[src/hdl/assert_macros.svh]
// Shared assertion macros for the decoder RTL.
`ifndef ASSERT_MACROS_SVH
`define ASSERT_MACROS_SVH

// Same-cycle implication, disabled while reset is high.
`define ASSERT_IMPL(label, clk, rst, ante, cons, msg) \
   label: assert property (@(posedge clk) disable iff (rst) (ante) |-> (cons)) \
      else $error(msg);

// Next-cycle implication, disabled while reset is high.
`define ASSERT_NEXT(label, clk, rst, ante, cons, msg) \
   label: assert property (@(posedge clk) disable iff (rst) (ante) |=> (cons)) \
      else $error(msg);

`endif

[src/hdl/ted_pkg.sv]
`timescale 1ns / 1ps

package ted_pkg;

   // Mode register encodings; unused codes decode as ascii
   localparam logic [2:0] MODE_UTF8   = 3'd0;
   localparam logic [2:0] MODE_UCS_BE = 3'd1;
   localparam logic [2:0] MODE_UCS_LE = 3'd2;
   localparam logic [2:0] MODE_CP1252 = 3'd3;
   localparam logic [2:0] MODE_PALM   = 3'd4;
   localparam logic [2:0] MODE_ASCII  = 3'd5;

   localparam logic [15:0] UTF8_TWO_BYTE_MASK = 16'h07ff;

   // One decoded result of a step
   typedef struct packed {
      logic        emit;
      logic [15:0] code_unit;
      logic        too_long;
   } result_type;

   // Number of consecutive ones below bit 7 of a utf8 lead byte
   function automatic logic [2:0] lead_count(input logic [7:0] b);
      logic [2:0] n;
      logic       run;
      n   = 3'd0;
      run = 1'b1;
      for (int i = 6; i >= 0; i--) begin
         if (run && b[i]) begin
            n = n + 3'd1;
         end else begin
            run = 1'b0;
         end
      end
      return n;
   endfunction

   // cp1252 upper control range; unassigned slots pass through
   function automatic logic [15:0] cp1252_map(input logic [7:0] b);
      logic [15:0] u;
      case (b)
         8'h80: u = 16'h20ac;
         8'h82: u = 16'h201a;
         8'h83: u = 16'h0192;
         8'h84: u = 16'h201e;
         8'h85: u = 16'h2026;
         8'h86: u = 16'h2020;
         8'h87: u = 16'h2021;
         8'h88: u = 16'h02c6;
         8'h89: u = 16'h2030;
         8'h8a: u = 16'h0160;
         8'h8b: u = 16'h2039;
         8'h8c: u = 16'h0152;
         8'h8e: u = 16'h017d;
         8'h91: u = 16'h2018;
         8'h92: u = 16'h2019;
         8'h93: u = 16'h201c;
         8'h94: u = 16'h201d;
         8'h95: u = 16'h2022;
         8'h96: u = 16'h2013;
         8'h97: u = 16'h2014;
         8'h98: u = 16'h02dc;
         8'h99: u = 16'h2122;
         8'h9a: u = 16'h0161;
         8'h9b: u = 16'h203a;
         8'h9c: u = 16'h0153;
         8'h9e: u = 16'h017e;
         8'h9f: u = 16'h0178;
         default: u = {8'h00, b};
      endcase
      return u;
   endfunction

endpackage

[src/hdl/ted_map.sv]
`timescale 1ns / 1ps

// Single-byte table lookup for cp1252 and palm modes
module ted_map (
   input  logic [7:0]  map_byte,
   input  logic        palm,
   output logic [15:0] map_unit
);

   logic [15:0] cp_unit;

   assign cp_unit = ted_pkg::cp1252_map(map_byte);

   // palm table overrides cp1252
   always_comb begin
      map_unit = cp_unit;
      if (palm) begin
         case (map_byte)
            8'h18:   map_unit = 16'h2026;
            8'h19:   map_unit = 16'h2007;
            8'h8d:   map_unit = 16'h2662;
            8'h8e:   map_unit = 16'h2663;
            8'h8f:   map_unit = 16'h2661;
            8'h90:   map_unit = 16'h2660;
            default: map_unit = cp_unit;
         endcase
      end
   end

endmodule

[src/hdl/ted_decode.sv]
`timescale 1ns / 1ps
`include "assert_macros.svh"

// Mode register, sequence state and per-byte decode
module ted_decode (
   input  logic                  clock,
   input  logic                  reset,
   input  logic                  csr_wr_en,
   input  logic [2:0]            csr_wr_data,
   input  logic                  step,
   input  logic [7:0]            step_byte,
   output ted_pkg::result_type   result
);

   logic [2:0]  mode_ff;
   logic [15:0] acc_ff, acc_in;
   logic [2:0]  remain_ff, remain_in;
   logic [2:0]  extra_ff, extra_in;
   logic        half_ff, half_in;

   logic [15:0] map_unit;
   logic [15:0] acc_shift;
   logic [2:0]  remain_dec;
   logic [2:0]  lead_n;

   ted_map u_map (
      .map_byte (step_byte),
      .palm     (mode_ff == ted_pkg::MODE_PALM),
      .map_unit (map_unit)
   );

   assign acc_shift  = {acc_ff[9:0], step_byte[5:0]};
   assign remain_dec = remain_ff - 3'd1;
   assign lead_n     = ted_pkg::lead_count(step_byte);

   // next state and result for the byte at hand
   always_comb begin
      acc_in           = acc_ff;
      remain_in        = remain_ff;
      extra_in         = extra_ff;
      half_in          = half_ff;
      result.emit      = 1'b1;
      result.code_unit = {8'h00, step_byte};
      result.too_long  = 1'b0;
      case (mode_ff)
         ted_pkg::MODE_UTF8: begin
            if (remain_ff != 3'd0) begin
               // continuation byte
               acc_in    = acc_shift;
               remain_in = remain_dec;
               if (remain_dec != 3'd0) begin
                  result.emit = 1'b0;
               end else begin
                  result.code_unit = acc_shift;
                  if (extra_ff == 3'd1) begin
                     result.code_unit = acc_shift & ted_pkg::UTF8_TWO_BYTE_MASK;
                  end else if (extra_ff >= 3'd3) begin
                     result.too_long = 1'b1;
                  end
                  acc_in   = 16'h0000;
                  extra_in = 3'd0;
               end
            end else if (step_byte[7] && lead_n != 3'd0) begin
               // lead byte opens a sequence
               acc_in      = {8'h00, step_byte};
               remain_in   = lead_n;
               extra_in    = lead_n;
               result.emit = 1'b0;
            end
         end
         ted_pkg::MODE_UCS_BE, ted_pkg::MODE_UCS_LE: begin
            if (!half_ff) begin
               acc_in      = {8'h00, step_byte};
               half_in     = 1'b1;
               result.emit = 1'b0;
            end else begin
               if (mode_ff == ted_pkg::MODE_UCS_BE) begin
                  result.code_unit = {acc_ff[7:0], step_byte};
               end else begin
                  result.code_unit = {step_byte, acc_ff[7:0]};
               end
               acc_in  = 16'h0000;
               half_in = 1'b0;
            end
         end
         ted_pkg::MODE_CP1252, ted_pkg::MODE_PALM: begin
            result.code_unit = map_unit;
         end
         default: begin
            result.code_unit = {8'h00, step_byte};
         end
      endcase
   end

   // state registers; a mode write drops any partial unit
   always_ff @(posedge clock) begin
      if (reset) begin
         mode_ff   <= ted_pkg::MODE_UTF8;
         acc_ff    <= 16'h0000;
         remain_ff <= 3'd0;
         extra_ff  <= 3'd0;
         half_ff   <= 1'b0;
      end else if (csr_wr_en) begin
         mode_ff   <= csr_wr_data;
         acc_ff    <= 16'h0000;
         remain_ff <= 3'd0;
         extra_ff  <= 3'd0;
         half_ff   <= 1'b0;
      end else if (step) begin
         acc_ff    <= acc_in;
         remain_ff <= remain_in;
         extra_ff  <= extra_in;
         half_ff   <= half_in;
      end
   end

   `ASSERT_IMPL(a_remain_utf8, clock, reset, remain_ff != 3'd0, mode_ff == ted_pkg::MODE_UTF8, "continuation count outside utf8 mode")
   `ASSERT_IMPL(a_half_ucs, clock, reset, half_ff, mode_ff == ted_pkg::MODE_UCS_BE || mode_ff == ted_pkg::MODE_UCS_LE, "half unit held outside ucs16 mode")
   `ASSERT_IMPL(a_remain_le_extra, clock, reset, 1'b1, remain_ff <= extra_ff, "more bytes remaining than sequence length")

endmodule

[src/hdl/text_encoding_decoder_unit.sv]
`timescale 1ns / 1ps
`include "assert_macros.svh"

// channel   direction  handshake             payload
// req       in         req_valid/req_stall   req_in_byte[7:0]
// rsp       out        rsp_valid/rsp_stall   rsp_code_unit[15:0], rsp_too_long
// csr       in         csr_wr_en             csr_wr_data[2:0] (mode)
//
// One byte per cycle while neither side stalls: a byte is registered in the input
// register, decoded by the state logic, and its code unit (if any) is then
// registered in the result register, which drives rsp_valid.
// Synchronous active-high reset clears the mode to utf8 and all sequence state.
// rsp_stall holds the result register; the input register still fills, and
// req_stall rises only when both registers hold an item.
module text_encoding_decoder_unit (
   input  logic        clock,
   input  logic        reset,
   input  logic        csr_wr_en,
   input  logic [2:0]  csr_wr_data,
   input  logic        req_valid,
   output logic        req_stall,
   input  logic [7:0]  req_in_byte,
   output logic        rsp_valid,
   input  logic        rsp_stall,
   output logic [15:0] rsp_code_unit,
   output logic        rsp_too_long
);

   logic        in_valid_ff, in_valid_in;
   logic [7:0]  in_byte_ff;
   logic        out_valid_ff, out_valid_in;
   logic [15:0] out_unit_ff;
   logic        out_long_ff;

   logic                out_free;
   logic                move;
   logic                req_take;
   ted_pkg::result_type result;

   assign out_free  = !out_valid_ff || !rsp_stall;
   assign move      = in_valid_ff && out_free;
   assign req_stall = in_valid_ff && !out_free;
   assign req_take  = req_valid && !req_stall;

   ted_decode u_decode (
      .clock       (clock),
      .reset       (reset),
      .csr_wr_en   (csr_wr_en),
      .csr_wr_data (csr_wr_data),
      .step        (move),
      .step_byte   (in_byte_ff),
      .result      (result)
   );

   // input register
   always_comb begin
      in_valid_in = in_valid_ff;
      if (req_take) begin
         in_valid_in = 1'b1;
      end else if (move) begin
         in_valid_in = 1'b0;
      end
   end

   // result register
   always_comb begin
      out_valid_in = out_valid_ff;
      if (out_free) begin
         out_valid_in = move && result.emit;
      end
   end

   always_ff @(posedge clock) begin
      if (reset) begin
         in_valid_ff  <= 1'b0;
         out_valid_ff <= 1'b0;
      end else begin
         in_valid_ff  <= in_valid_in;
         out_valid_ff <= out_valid_in;
      end
   end

   always_ff @(posedge clock) begin
      if (req_take) begin
         in_byte_ff <= req_in_byte;
      end
      if (move && result.emit) begin
         out_unit_ff <= result.code_unit;
         out_long_ff <= result.too_long;
      end
   end

   assign rsp_valid     = out_valid_ff;
   assign rsp_code_unit = out_unit_ff;
   assign rsp_too_long  = out_long_ff;

   `ASSERT_NEXT(a_emit_shows, clock, reset, move && result.emit, rsp_valid, "emitted item not presented")
   `ASSERT_IMPL(a_stall_needs_item, clock, reset, req_stall, in_valid_ff && rsp_valid, "req stalled with a free pipeline")
   `ASSERT_NEXT(a_rsp_hold, clock, reset, rsp_valid && rsp_stall, $stable(rsp_code_unit), "stalled item changed")

endmodule

[config.mk]
export PLATFORM = sky130hd
export DESIGN_NAME = text_encoding_decoder_unit
export DESIGN_NICKNAME = d
export VERILOG_FILES = /design/src/hdl/ted_pkg.sv /design/src/hdl/ted_map.sv /design/src/hdl/ted_decode.sv /design/src/hdl/text_encoding_decoder_unit.sv
export VERILOG_INCLUDE_DIRS = /design/src /design/src/hdl
export SDC_FILE = /design/constraint.sdc
export NUM_CORES = 1
export LEC_CHECK = 0
export ABC_AREA = 1
export BUFFER_PORTS_ARGS = -buffer_cell sky130_fd_sc_hd__buf_4
export CORE_MARGIN = 2
export CORE_UTILIZATION = 60
export CTS_CLUSTER_DIAMETER = 80
export CTS_CLUSTER_SIZE = 12
export DETAILED_ROUTE_END_ITERATION = 6
export PLACE_DENSITY_LB_ADDON = 0.15
export SLEW_MARGIN = 20
export SYNTH_ARGS = -nofsm -noshare
export SYNTH_HDL_FRONTEND = slang
export SYNTH_SLANG_ARGS = --single-unit
[constraint.sdc]
create_clock -name clock -period 4.6 [get_ports clock]
set_input_delay 0.92 -clock clock [delete_from_list [all_inputs] [get_ports clock]]
set_output_delay 0.92 -clock clock [all_outputs]
set_load 0.01 [all_outputs]
==> run summary, run 1 <==
Post-CTS sizing: 0
Remaining Overflow, GRT: 0
Post-synthesis sequential area ratio: 0.351
First-pass GRT wire length: 15,600 um
Hold buffers post-CTS: 0
DR WL met3: 1060 um
Slew Limit Fails: 0
Number of flops mapped to enable cells by yosys: 25
Crit Path Max Fanout: 17
Cell Area, Synth: 0.00339 mm^2
Max layer used: met4
Residual DRC count: 0
Setup Skew: 0.00434 ns
Outcome: finished clean
Maxcap violations: 0
Final Net Count: 556
Critical Path AT: 3.67 ns
GRT Util Overall: 0.317
CORE AREA: 0.00547 mm^2
DR vias: 3,665
Pwr dens: 254 mW/mm^2
Max stage delay cell, worst path: edfxtp_1
Synth area leader: edfxtp_1
Most frequent cells in the layout: nand2_1 (123), nor2_1 (59), inv_1 (52)
Post-DP HPWL: 7480 um
IO buf count: 34
Setup ws final: 0.874 ns
Die span in y: 79.2 um
Root Driver: clkbuf_8
Synth Flop Type: edfxtp_1
Final Hold Vio Count: 0
Worst rel slew slack: 0.560
Initial antenna violation count: 0
DRT Wirelength: 9650 um
Die span in x: 79.2 um
Synth unique cells: 42
Crit-path leading delay family: simple AND/OR/NAND/NOR gates
CTS tree: done
Yosys warning count: 0
Actual slew at the worst max-slew pin: 0.657 ns
Post-Syn Nets: 524
Type of origin of the critical path: flop
FMAX: 268 MHz
Io pins: 35
H-Tree Depth: 2
Metal1 wirelength: 3960 um
CP Class: reg2reg
CP cell instances: inv_2, a21oi_1, ha_1, nand2_1, o31ai_1, nor2_1, a31oi_1, ha_1, or2_0, nand2_1, nand2_1, nand2_2, nand3_2, nand3_2, nand2_1, inv_1
Place WS: 0.906 ns
Detailed Route Iter0 Violations: 539
Critical path buffer and inverter count: 2
Row cnt: 27
Async SR Flop Fraction: 0
Synth area leaders: edfxtp_1 (22%), nand2_1 (14%), dfxtp_1 (13%)
Routed Antenna Nets: 0
Met2 routed WL: 4270 um
# diodes: 0
Worst Path Required: 4.54 ns
Avg WL per Cell: 15.9 um
Clock transition at the registers of the reported paths: 0.09 ns
Min cycle time layout: 3.73 ns
HP Class: reg2reg
Share of layout cells above drive strength 1: 0.150
Clock sinks: 47
Vias in the first global route: 3,339
Setup Viol. Count Final: 0
Crit end category: flop
Area Overhead vs Synth: 12.1%
Commonest non-fill, non-tap cell in the layout: nand2_1
Inserted Clock Buffers: 5
Yosys top cell area share: 0.221
Most frequent cell on the critical path: nand2_1
Die ar.: 0.00627 mm^2
Initial DRT Pass Iterations: 5
#FFs+latches synth: 47
Max clock buf depth: 2
Starting Density: 0.620
Leakage: 1.78 nW
FF+latch area: 0.00119 mm^2
Unrepaired setup endpoints after global routing: false
Post-CTS Setup Bufs: 0
Synthesized instance count: 501
Fill count: 475
Later-pin clock latency in the skew report: 0.30 ns
VDD IR-drop max: 0.252 mV
Via/cell ratio: 6.05
Largest stage delay on the critical path: 0.48 ns
Largest net degree at the start of global routing: 18
Mean Syn Cell Area: 6.77 um^2
Final setup TNS: 0 ns
Final critical-path share of the clock period: 0.810
Area of the multi-input gates: 0.00191 mm^2
RePlAce Congestion: 1.03
==> through the flow <==
stage	util	cell area [um^2]	hold slack, ns	power (mW)	instances
after floorplan	-	3390	0.445	0.610	501
after global placement	0.674	3690	0.459	0.666	598
after detailed placement	0.674	3690	0.459	0.668	598
after CTS	0.695	3800	0.478	0.960	606
after global routing	0.695	3800	0.510	1.00	606
final	0.695	3800	0.476	0.964	606
==> synthesized netlist by cell type, types with 2 or more instances <==
cell        n
nand2_2    12
nand3_2     5
o21ai_0    25
nand3b_1    4
a21oi_2     2
nand2_1   123
edfxtp_1   25
dfxtp_1    22
o22ai_1     3
nor2_4      2
inv_1      52
o21ai_2     2
nand4_1    14
ha_1        7
buf_4       3
o21ai_1     3
a31oi_1     4
nand3_1    47
a21oi_1    27
o211ai_1   10
inv_2      12
a211oi_1    2
buf_2       3
nor2_1     59
nor3_1     14
clkbuf_1    3
==> layer usage <==
metal | GRT usage | vias up
li1 | - | 1749
met1 | 0.425 | 1595
met5 | 0 | -
met4 | 0.129 | 0
met2 | 0.505 | 278
met3 | 0.0602 | 43
==> worst register-to-register path, stage by stage (launching register included) <==
cell,delay [ns]
edfxtp_1,0.48
inv_2,0.21
a21oi_1,0.15
ha_1,0.30
nand2_1,0.07
o31ai_1,0.32
nor2_1,0.08
a31oi_1,0.15
ha_1,0.25
or2_0,0.22
nand2_1,0.10
nand2_1,0.07
nand2_2,0.08
nand3_2,0.21
nand3_2,0.12
nand2_1,0.10
inv_1,0.46
==> layout make-up <==
type | count | share of cell area
Multi-Input combinational cell | 380 | 0.502
Sequential cell | 47 | 0.313
Timing Repair Buffer | 34 | 0.0671
Inverter | 65 | 0.0642
Tap cell | 72 | 0.0237
Clock buffer | 5 | 0.0181
Clock inverter | 3 | 0.0115
==> path summary, 6_finish.rpt <==
path	startpoint	depth (start not counted)	endpoint	slack (ns)
setup / recovery	in_byte_ff[4]	16	rsp_code_unit[4]	0.87
hold / removal	u_decode.remain_ff[1]	2	u_decode.remain_ff[1]	0.48
hold reg to reg	u_decode.remain_ff[1]	2	u_decode.remain_ff[1]	0.48
setup reg to reg	in_byte_ff[4]	16	rsp_code_unit[4]	0.87
==> where the power goes <==
| group | switching, mW | internal (mW) |
|---|---|---|
| logic | 0.129 | 0.0597 |
| clock network | 0.137 | 0.161 |
| registers | 0.0160 | 0.461 |
| total | 0.282 | 0.682 |
==> sequential cells by signal (all words and copies together), names as in the netlist <==
signal,cells
rsp_valid,1
in_valid_ff,1
rsp_code_unit,16
rsp_too_long,1
u_decode.extra_ff,3
u_decode.acc_ff,10
in_byte_ff,8
u_decode.half_ff,1
u_decode.remain_ff,3
u_decode.mode_ff,3
==> logic make-up after synthesis <==
kind of cell,share of synthesized area
xor gates and xnor gates,0.00258
AOI/OAI and AO/OA,0.145
and+or+nand+nor,0.389
buffers and inverters,0.0863
DFF,0.351
adders and majority gates,0.0258
(Power assumes the default switching activity.)
==> run 2, diff against run 1 <==
ABC_AREA = 0   (was 1)
CORE_UTILIZATION = 54   (was 60)
clock period = 3 ns   (was 4.6 ns; I/O delays follow)
==> run 2 against run 1 <==
Clock skew increased by 0.0037 ns. Count of clock-buffer cells in the layout increased by 1. First-iteration DRC count decreased by 14%. Via count decreased by 10%. Non-clock buffer count increased by 16. Cell area increased by 2.6%. Critical endpoint is now rsp_code_unit[9].
==> run summary, run 2 <==
Yosys top cell area share: 0.220 (-0.00114)
Final core utilization: 0.647 (-0.0473)
Pwr dens: 378 mW/mm^2 (+49%)
Worst rel slew slack: 0.513 (-0.0468)
P_int: 1.05 mW (+53%)
GRT Util Overall: 0.255 (-0.0624)
Die ar.: 0.00697 mm^2 (+11%)
RR Endpoint: rsp_code_unit[9]
Crit end category: flop
First-pass GRT wire length: 14,700 um (-5.8%)
Initial DRT Pass Iterations: 5 (unchanged)
Leakage: 1.46 nW (-18%)
Place WS: 0.150 ns (-0.755 ns)
Synthesized instance count: 411 (-18%)
HP Class: reg2reg
Crit Path Max Fanout: 17 (unchanged)
Critical Path AT: 2.86 ns (-0.81 ns)
CTS tree: done
Reg-to-reg startpoint: in_byte_ff[6]
Final Net Count: 459 (-17%)
Vias in the first global route: 2,981 (-11%)
Post-Syn Nets: 434 (-17%)
Max clock buf depth: 2 (unchanged)
Cell Area, Synth: 0.00341 mm^2 (+0.52%)
Clock transition at the registers of the reported paths: 0.09 ns (about the same)
H-Tree Depth: 2 (unchanged)
Final critical-path share of the clock period: 0.947 (+0.137)
Share of power burned in registers: 0.492 (-0.003)
Pwr Total: 1.48 mW (+53%)
CP Class: reg2reg
Setup ws final: 0.159 ns (-0.715 ns)
CP cell instances: nand2_1, inv_1, ha_1, a21oi_1, nor2_1, ha_2, and3b_1, o21ai_2, mux2i_2, o21a_1, a21oi_2, a31oi_4, buf_12
Number of flops mapped to enable cells by yosys: 25 (unchanged)
Row cnt: 28 (+3.7%)
Unrepaired setup endpoints after global routing: true
VDD IR-drop max: 0.317 mV (+26%)
Post-synth top cells: nand2_1 (44), nor2_1 (35), o21ai_0 (26)
Residual DRC count: 0 (unchanged)
Type of origin of the critical path: flop
Setup Skew: 0.00801 ns (+0.00367 ns)
# diodes: 0 (unchanged)
Mean Syn Cell Area: 8.30 um^2 (+23%)
Number of cells on the worst hold path: 2 (unchanged)
Share of layout cells above drive strength 1: 0.188 (+0.0378)
Synth area leader: edfxtp_1
Starting Density: 0.566 (-0.0540)
Root Driver: clkbuf_8
Largest net degree at the start of global routing: 33 (+15)
Remaining Overflow, GRT: 0 (unchanged)
Die span in y: 83.5 um (+5.4%)
Initial antenna violation count: 0 (unchanged)
Inserted Clock Buffers: 5 (unchanged)
Clock network power share: 0.305 (-0.005)
Actual slew at the worst max-slew pin: 0.729 ns (+0.0712 ns)
CORE AREA: 0.00603 mm^2 (+10%)
Synth area leaders: edfxtp_1 (22%), dfxtp_1 (13%), mux2i_1 (5.6%)
#FFs+latches synth: 47 (unchanged)
Via/cell ratio: 6.42 (+6.2%)
Outcome: finished clean
Slew Limit Fails: 0 (unchanged)
Commonest non-fill, non-tap cell in the layout: buf_4
Reg2Reg Setup Slack: 0.16 ns (-0.72 ns)
Synth unique cells: 69 (+64%)
Synth Flop Type: edfxtp_1
Max stage delay cell, worst path: edfxtp_1
Largest stage delay on the critical path: 0.42 ns (-0.06 ns)
DRT Wirelength: 8890 um (-7.9%)
Post-DP HPWL: 6360 um (-15%)
Detailed Route Iter0 Violations: 466 (-14%)
Routed Antenna Nets: 0 (unchanged)
Yosys warning count: 0 (unchanged)
FMAX: 352 MHz (+31%)
Later-pin clock latency in the skew report: 0.31 ns (about the same)
Async SR Flop Fraction: 0 (unchanged)
Hold Crit Start: u_decode.remain_ff[1]
Io pins: 35 (unchanged)
DR vias: 3,289 (-10%)
Worst Path Required: 3.02 ns (-1.52 ns)
Maxcap violations: 0 (unchanged)
Min cycle time layout: 2.84 ns (-0.885 ns)
Combinational share of power: 0.203 (+0.008)
Top-count cell post-synth: nand2_1
R2r worst-path depth: 13 (-3)
IO buf count: 34 (unchanged)
Final Hold Vio Count: 0 (unchanged)
Avg WL per Cell: 17.4 um (+9.0%)
Switching share of power: 0.292 (-0.000870)
Crit-path leading delay family: compound AO/OA/AOI/OAI gates
Clock sinks: 47 (unchanged)
Total net switching power: 430 uW (+53%)
Die span in x: 83.5 um (+5.4%)
WHS Endpoint: u_decode.remain_ff[1]
Critical path buffer and inverter count: 2 (unchanged)
Area Overhead vs Synth: 14.4%
Setup Viol. Count Final: 0 (unchanged)
RePlAce Congestion: 0.949 (-7.9%)
Post-synthesis sequential area ratio: 0.349 (-0.00180)
Largest register FFs: 16 (unchanged)
Most frequent cells in the layout: buf_4 (47), nand2_1 (44), nor2_1 (35)
Post-CTS Setup Bufs: 0 (unchanged)
[run 2: how the worst max path moves through the flow]
stage,cells after the start,to,start
2_1_floorplan,13,rsp_code_unit[0],in_byte_ff[6]
3_5_place_dp,9,u_decode.remain_ff[0],in_byte_ff[3]
5_1_grt,12,u_decode.remain_ff[0],in_byte_ff[4]
4_1_cts,9,u_decode.remain_ff[0],in_byte_ff[3]
3_3_place_gp,13,u_decode.acc_ff[6],in_byte_ff[5]
6_report,13,rsp_code_unit[9],in_byte_ff[6]
[run 2: worst reg2reg max path, cell delays in order, from the launching register on]
cell and delay [ns]:
edfxtp_1 0.42, nand2_1 0.15, inv_1 0.08, ha_1 0.32, a21oi_1 0.14, nor2_1 0.08
ha_2 0.18, and3b_1 0.17, o21ai_2 0.13, mux2i_2 0.24, o21a_1 0.21, a21oi_2 0.09
a31oi_4 0.18, buf_12 0.18
[run 2: cells by family after synthesis]
family,synth area share
adders and majority gates,0.0257
muxes,0.0631
DFF,0.349
buffers and inverters,0.0521
xor gates and xnor gates,0.00771
AOI/OAI and AO/OA,0.255
and+or+nand+nor,0.247
[run 2: power groups by stage]
stage / logic [mW] / clock network [mW] / registers (mW)
after floorplan: 0.209 / 0 / 0.735
after global placement: 0.284 / 0 / 0.738
after detailed placement: 0.291 / 0 / 0.739
after CTS: 0.292 / 0.462 / 0.725
after global routing: 0.327 / 0.487 / 0.729
final: 0.300 / 0.450 / 0.726
[run 2: per-layer routing]
layer,track usage,vias up,part of all wire
met5,0,-,0
li1,-,1579,-
met3,0.0336,13,0.073
met4,0.0645,0,0.016
met2,0.413,177,0.48
met1,0.361,1520,0.43
[run 2: area by class of cell]
class                   count  area (um^2)
repair buffers             50          399
well taps                  75         93.8
clock buffers               6         93.8
fillers                   532         2130
multi-input cells         324         2070
flip-flops and latches     47         1190
clock inverters             2         17.5
inverters                   8         30.0
[run 2: metrics by stage]
stage | TNS, ns | hold slack [ns] | cell area, um^2 | std cells
after CTS | 0 | 0.459 | 3880 | 512
after detailed placement | 0 | 0.460 | 3770 | 504
final | 0 | 0.468 | 3900 | 512
after floorplan | -1.45 | 0.435 | 3450 | 411
after global routing | -0.0596 | 0.456 | 3900 | 512
after global placement | 0 | 0.447 | 3770 | 504
[run 2: timing repair]
| action | 4_1_cts | 5_1_grt |
|---|---|---|
| hold buffers | 0 | 0 |
| setup endpoints to repair | 0 | 4 |
| resized for setup | 0 | 7 |
